`src/sed_pkg.sv`:
```
// shared types and constants for the rgb sobel edge detector
package sed_pkg;

	// configuration register map
	localparam logic REG_FRAME_WIDTH  = 1'b0;
	localparam logic REG_FRAME_HEIGHT = 1'b1;

	localparam int FW_BITS = 11;
	localparam int FH_BITS = 13;
	localparam int CFG_W   = 13;

	// packed pixel: red [23:16], green [15:8], blue [7:0]
	typedef logic [23:0] sed_pix_t;

	// 3x3 window, index = row * 3 + column, column 2 is the newest
	typedef sed_pix_t [8:0] sed_win_t;

	typedef struct packed {
		logic end_of_row;
		logic end_of_frame;
	} sed_flags_t;

	typedef struct packed {
		logic [7:0] red;
		logic [7:0] green;
		logic [7:0] blue;
		sed_flags_t flags;
	} sed_result_t;

endpackage

```
`src/sed_mag.sv`:
```
// gradient magnitude unit: sobel sums, squares and a rounded square root
module sed_mag (
	input  logic                  clk,
	input  logic                  arst_n,
	input  logic                  start,
	output logic                  ready,
	input  sed_pkg::sed_win_t     taps,
	input  sed_pkg::sed_flags_t   flags,
	output logic                  done,
	input  logic                  take,
	output sed_pkg::sed_result_t  result
);
	import sed_pkg::*;

	localparam logic [2:0] M_IDLE = 3'd0;
	localparam logic [2:0] M_GRAD = 3'd1;
	localparam logic [2:0] M_SQ   = 3'd2;
	localparam logic [2:0] M_ROOT = 3'd3;
	localparam logic [2:0] M_HOLD = 3'd4;

	localparam int NCH = 3;
	localparam logic [20:0] SAT_LIMIT = 21'd65025;

	typedef struct packed {
		logic [9:0]  rem;
		logic [7:0]  root;
		logic [15:0] rad;
	} root_acc_t;

	function automatic logic [7:0] chan(sed_pix_t p, int k);
		return p[8*k +: 8];
	endfunction

	// a + 2b + c, at most 1020
	function automatic logic [10:0] wsum(logic [7:0] a, logic [7:0] b, logic [7:0] c);
		return {3'b000, a} + {2'b00, b, 1'b0} + {3'b000, c};
	endfunction

	function automatic logic [9:0] absdiff(logic [10:0] p, logic [10:0] n);
		logic [10:0] d;
		d = (p >= n) ? (p - n) : (n - p);
		return d[9:0];
	endfunction

	// four digits of the restoring square root
	function automatic root_acc_t root_steps(root_acc_t a);
		root_acc_t   x;
		logic [11:0] r;
		logic [11:0] trial;
		x = a;
		for (int i = 0; i < 4; i++) begin
			r     = {x.rem, x.rad[15:14]};
			trial = {2'b00, x.root, 2'b01};
			x.rad = {x.rad[13:0], 2'b00};
			if (r >= trial) begin
				r      = r - trial;
				x.root = {x.root[6:0], 1'b1};
			end else begin
				x.root = {x.root[6:0], 1'b0};
			end
			x.rem = r[9:0];
		end
		return x;
	endfunction

	logic [2:0]  state_q;
	logic        ph_q;
	sed_win_t    taps_q;
	sed_flags_t  flags_q;
	logic [9:0]  ax_q [NCH];
	logic [9:0]  ay_q [NCH];
	logic [NCH-1:0] sat_q;
	root_acc_t   acc_q [NCH];

	logic [9:0]  gx_abs [NCH];
	logic [9:0]  gy_abs [NCH];
	logic [19:0] sqx [NCH];
	logic [19:0] sqy [NCH];
	logic [20:0] sum_sq [NCH];
	logic [7:0]  rounded [NCH];

	always_comb begin
		for (int k = 0; k < NCH; k++) begin
			gx_abs[k] = absdiff(
				wsum(chan(taps_q[2], k), chan(taps_q[5], k), chan(taps_q[8], k)),
				wsum(chan(taps_q[0], k), chan(taps_q[3], k), chan(taps_q[6], k)));
			gy_abs[k] = absdiff(
				wsum(chan(taps_q[6], k), chan(taps_q[7], k), chan(taps_q[8], k)),
				wsum(chan(taps_q[0], k), chan(taps_q[1], k), chan(taps_q[2], k)));
			sqx[k]    = ax_q[k] * ax_q[k];
			sqy[k]    = ay_q[k] * ay_q[k];
			sum_sq[k] = {1'b0, sqx[k]} + {1'b0, sqy[k]};
			// remainder above the floor root means the true root is past the half point
			rounded[k] = sat_q[k] ? 8'd255
				: acc_q[k].root + 8'(acc_q[k].rem > {2'b00, acc_q[k].root});
		end
	end

	always_ff @(posedge clk) begin
		if (state_q == M_IDLE && start) begin
			taps_q  <= taps;
			flags_q <= flags;
		end
		for (int k = 0; k < NCH; k++) begin
			if (state_q == M_GRAD) begin
				ax_q[k] <= gx_abs[k];
				ay_q[k] <= gy_abs[k];
			end
			if (state_q == M_SQ) begin
				sat_q[k]      <= (sum_sq[k] >= SAT_LIMIT);
				acc_q[k].rem  <= '0;
				acc_q[k].root <= '0;
				acc_q[k].rad  <= sum_sq[k][15:0];
			end
			if (state_q == M_ROOT) begin
				acc_q[k] <= root_steps(acc_q[k]);
			end
		end
	end

	always_ff @(posedge clk or negedge arst_n) begin
		if (!arst_n) begin
			state_q <= M_IDLE;
			ph_q    <= 1'b0;
		end else begin
			case (state_q)
				M_IDLE: begin
					if (start) state_q <= M_GRAD;
				end
				M_GRAD: state_q <= M_SQ;
				M_SQ: begin
					state_q <= M_ROOT;
					ph_q    <= 1'b0;
				end
				M_ROOT: begin
					ph_q <= ~ph_q;
					if (ph_q) state_q <= M_HOLD;
				end
				M_HOLD: begin
					if (take) state_q <= M_IDLE;
				end
				default: state_q <= M_IDLE;
			endcase
		end
	end

	assign ready        = (state_q == M_IDLE);
	assign done         = (state_q == M_HOLD);
	assign result.red   = rounded[2];
	assign result.green = rounded[1];
	assign result.blue  = rounded[0];
	assign result.flags = flags_q;

endmodule

```
`config.mk`:
```
export PLATFORM = sky130hd
export DESIGN_NAME = sed_mag
export DESIGN_NICKNAME = d
export VERILOG_FILES = /design/src/sed_pkg.sv /design/src/sed_mag.sv
export SDC_FILE = /design/constraint.sdc
export NUM_CORES = 2
export LEC_CHECK = 0
export BUFFER_PORTS_ARGS = -buffer_cell sky130_fd_sc_hd__buf_2
export CORE_ASPECT_RATIO = 2
export CORE_MARGIN = 2
export CORE_UTILIZATION = 55
export DETAILED_ROUTE_END_ITERATION = 8
export MAX_ROUTING_LAYER = met4
export PLACE_DENSITY = 0.78
export SLEW_MARGIN = 10
export SYNTH_ARGS = -nofsm -noshare
export SYNTH_HDL_FRONTEND = slang
export SYNTH_SLANG_ARGS = --single-unit
```
`constraint.sdc`:
```
create_clock -name clk -period 8.28 [get_ports clk]
set_input_delay 2.07 -clock clk [delete_from_list [all_inputs] [get_ports clk]]
set_output_delay 2.07 -clock clk [all_outputs]
set_load 0.02 [all_outputs]
```
==> impl_metrics.env <==
export IMPL_status="finished clean"
export IMPL_vias=34034
export IMPL_finalHoldViolations=0
export IMPL_endpoint_kind="register"
export IMPL_die_w_um=207
export IMPL_period_minus_slack_ns=7.97
export IMPL_setup_violations_final=0
export IMPL_cts_tree="done"
export IMPL_ys_ff_latch=363
export IMPL_portBuffers=225
export IMPL_yosysWarnings=0
export IMPL_reg2reg_to="acc_q[1][26]"
export IMPL_ys_types=95
export IMPL_synth_avg_cell_area_um2=10.0
export IMPL_r2r_slack_ns=0.31
export IMPL_grt_util_all_layers_pct=26.8
export IMPL_grt_pass1_vias=37132
export IMPL_firstDrtPassIters=5
export IMPL_fin_crit_sh_pct=96.3
export IMPL_ios=250
export IMPL_ant_nets=0
export IMPL_synth_top_cell_by_area="edfxtp_1"
export IMPL_initial_utilization_pct=55.3
export IMPL_antennaDiodeCount=0
export IMPL_synthTopCellsByArea="edfxtp_1 24%, fa_1 22%, ha_1 17%"
export IMPL_synth_common_cells="776 x inv_1, 609 x ha_1, 496 x fa_1"
export IMPL_worst_pin_slew_ns=0.917
export IMPL_die_area_um2=85100
export IMPL_grt_max_degree=178
export IMPL_syn_nets=5869
export IMPL_cp_start_kind="register"
export IMPL_path_class="register to register"
export IMPL_clock_sinks=363
export IMPL_synth_top_area_share_pct=23.7
export IMPL_drt_iter0_drc=1525
export IMPL_fin_nets=6397
export IMPL_place_inst=6065
export IMPL_maxSlewHeadroom_pct=38.9
export IMPL_finalClockSkew_ns=0.0651
export IMPL_synth_edf_count=359
export IMPL_place_hpwl_mm=91.3
export IMPL_syn_area_um2=45500
export IMPL_rows=149
export IMPL_htreeDepth=2
export IMPL_ys_async_sr_fraction_pct=1.10
export IMPL_cts_buffers_inserted=35
export IMPL_synth_seq_area_share_pct=23.9
export IMPL_drv_slew=0
export IMPL_grt_pass1_wl_mm=177
export IMPL_finalSetupTns_ns=0
export IMPL_r2r_start="acc_q[1][19]"
export IMPL_cp_arrival_ns=8.37
export IMPL_critPathSlowestCell="edfxtp_1"
export IMPL_clockBufferDepth=3
export IMPL_critical_path_required_ns=8.67
export IMPL_fin_hold_ws_ns=0.515
export IMPL_clock_latency_ns=0.62
export IMPL_crit_top_cell="a21o_1"
export IMPL_wire_per_inst_um=17.7
export IMPL_drive_gt1_share_pct=15.6
export IMPL_die_height_um=411
export IMPL_overflow=0
export IMPL_place_congestion=0.969
export IMPL_critPathMaxFanout=7
export IMPL_hold_depth=2
export IMPL_vias_per_cell=5.53
export IMPL_area_delta_synth_final_pct=14.6
export IMPL_max_stage_delay_ns=0.41
export IMPL_drcViolationCount=0
export IMPL_hp_start="acc_q[2][3]"
export IMPL_maxCapViolCount=0
export IMPL_antenna_found_initial=0
export IMPL_fmax_ghz=0.125
export IMPL_synth_flop_cell="edfxtp_1"
export IMPL_hold_class="register to register"
export IMPL_hold_path_end="acc_q[2][11]"
export IMPL_wl_mm=109
export IMPL_r2r_cells=43
export IMPL_core_area_um2=82200
export IMPL_yosysMostFrequentCell="inv_1"
export IMPL_finalNonFillerCells=6150
export IMPL_syn_inst=4542
export IMPL_cts_root_buffer="clkbuf_16"
export IMPL_clk_pin_slew_ns=0.07
[worst max-delay path: cells and delay by family (launching register included)]
family                   cells  cell delay (ns)
AO/OA/AOI/OAI               21             4.09
XOR/XNOR                     1             0.15
AND/OR/NAND/NOR             12             1.68
adder cells (fa/ha/maj)      4             0.92
flip-flops                   1             0.41
buffers and inverters        5             0.56
[per-layer routing]
metal	GRT usage, %	vias to the layer above	part of all wire, %
met3	2.05	402	3.0
met5	-	-	0
li1	-	16234	-
met1	25.1	16552	33
met4	17.5	0	7.9
met2	51.8	846	56
[flip-flops by register name, indices dropped and copies added (netlist names)]
name     flops
sat_q        3
acc_q      102
ay_q        30
ax_q        30
result       2
state_q      3
taps_q     192
ph_q         1
[through the flow]
| stage | worst slack (ns) | utilization (%) | cell area, um^2 |
|---|---|---|---|
| after floorplan | 0.00404 | - | 45500 |
| after global placement | -0.0820 | 61.0 | 50100 |
| after detailed placement | -0.190 | 61.0 | 50100 |
| after CTS | 0.00338 | 62.6 | 51500 |
| after global routing | -0.104 | 63.4 | 52100 |
| final | 0.305 | 63.4 | 52100 |
[cells by family (layout without fill, tap and decap cells)]
group           after synthesis  count (layout)  share of synthesized area, %
compound gates              779             779                          11.3
flops                       363             363                          23.9
simple gates               1055            1055                          11.6
xor+xnor                    282             282                          5.43
mux                          86              86                          1.98
buf+inv                     872            1423                          7.25
fa+ha+maj                  1105            1105                          38.6
[layout by cell type (no fill, tap or decap), types with 49 or more instances in the layout]
cell type / instances
o21bai_1: 66
xor2_1: 63
edfxtp_1: 359
inv_1: 774
nand2_1: 280
fa_1: 496
o21ai_0: 126
ha_1: 595
nor2_1: 223
and2_1: 166
buf_4: 347
nand2b_1: 59
xnor2_1: 215
buf_2: 225
nand3_1: 49
a21oi_1: 219
nor3_1: 66
a21o_1: 113
mux2i_1: 53
[how the worst max path moves through the flow]
stage | startpoint | end | cells past startpoint
after detailed placement | acc_q[0][19] | acc_q[0][25] | 37
final | acc_q[1][19] | acc_q[1][26] | 43
after CTS | acc_q[1][16] | acc_q[1][33] | 41
after floorplan | acc_q[0][19] | acc_q[0][24] | 43
after global placement | acc_q[0][19] | acc_q[0][25] | 37
after global routing | acc_q[1][19] | acc_q[1][26] | 43
[what timing repair did]
item / 4_1_cts / 5_1_grt
gates resized for setup: 12 / 98
pin swaps: 3 / 44
hold buffers: 0 / 0
buffers inserted: 4 / 21
setup endpoints to repair: 30 / 33
[final cells by class]
type	instances	area (um^2)
tap	1057	1320
timing repair buffer	580	3850
fill	6476	30100
sequential	363	10900
inverter	783	2950
multi-input combinational	3307	31900
clock inverter	24	382
clock buffer	36	880
Power is not shown: default switching activity piles up to over one toggle a cycle in this logic, so the estimate is an artifact.
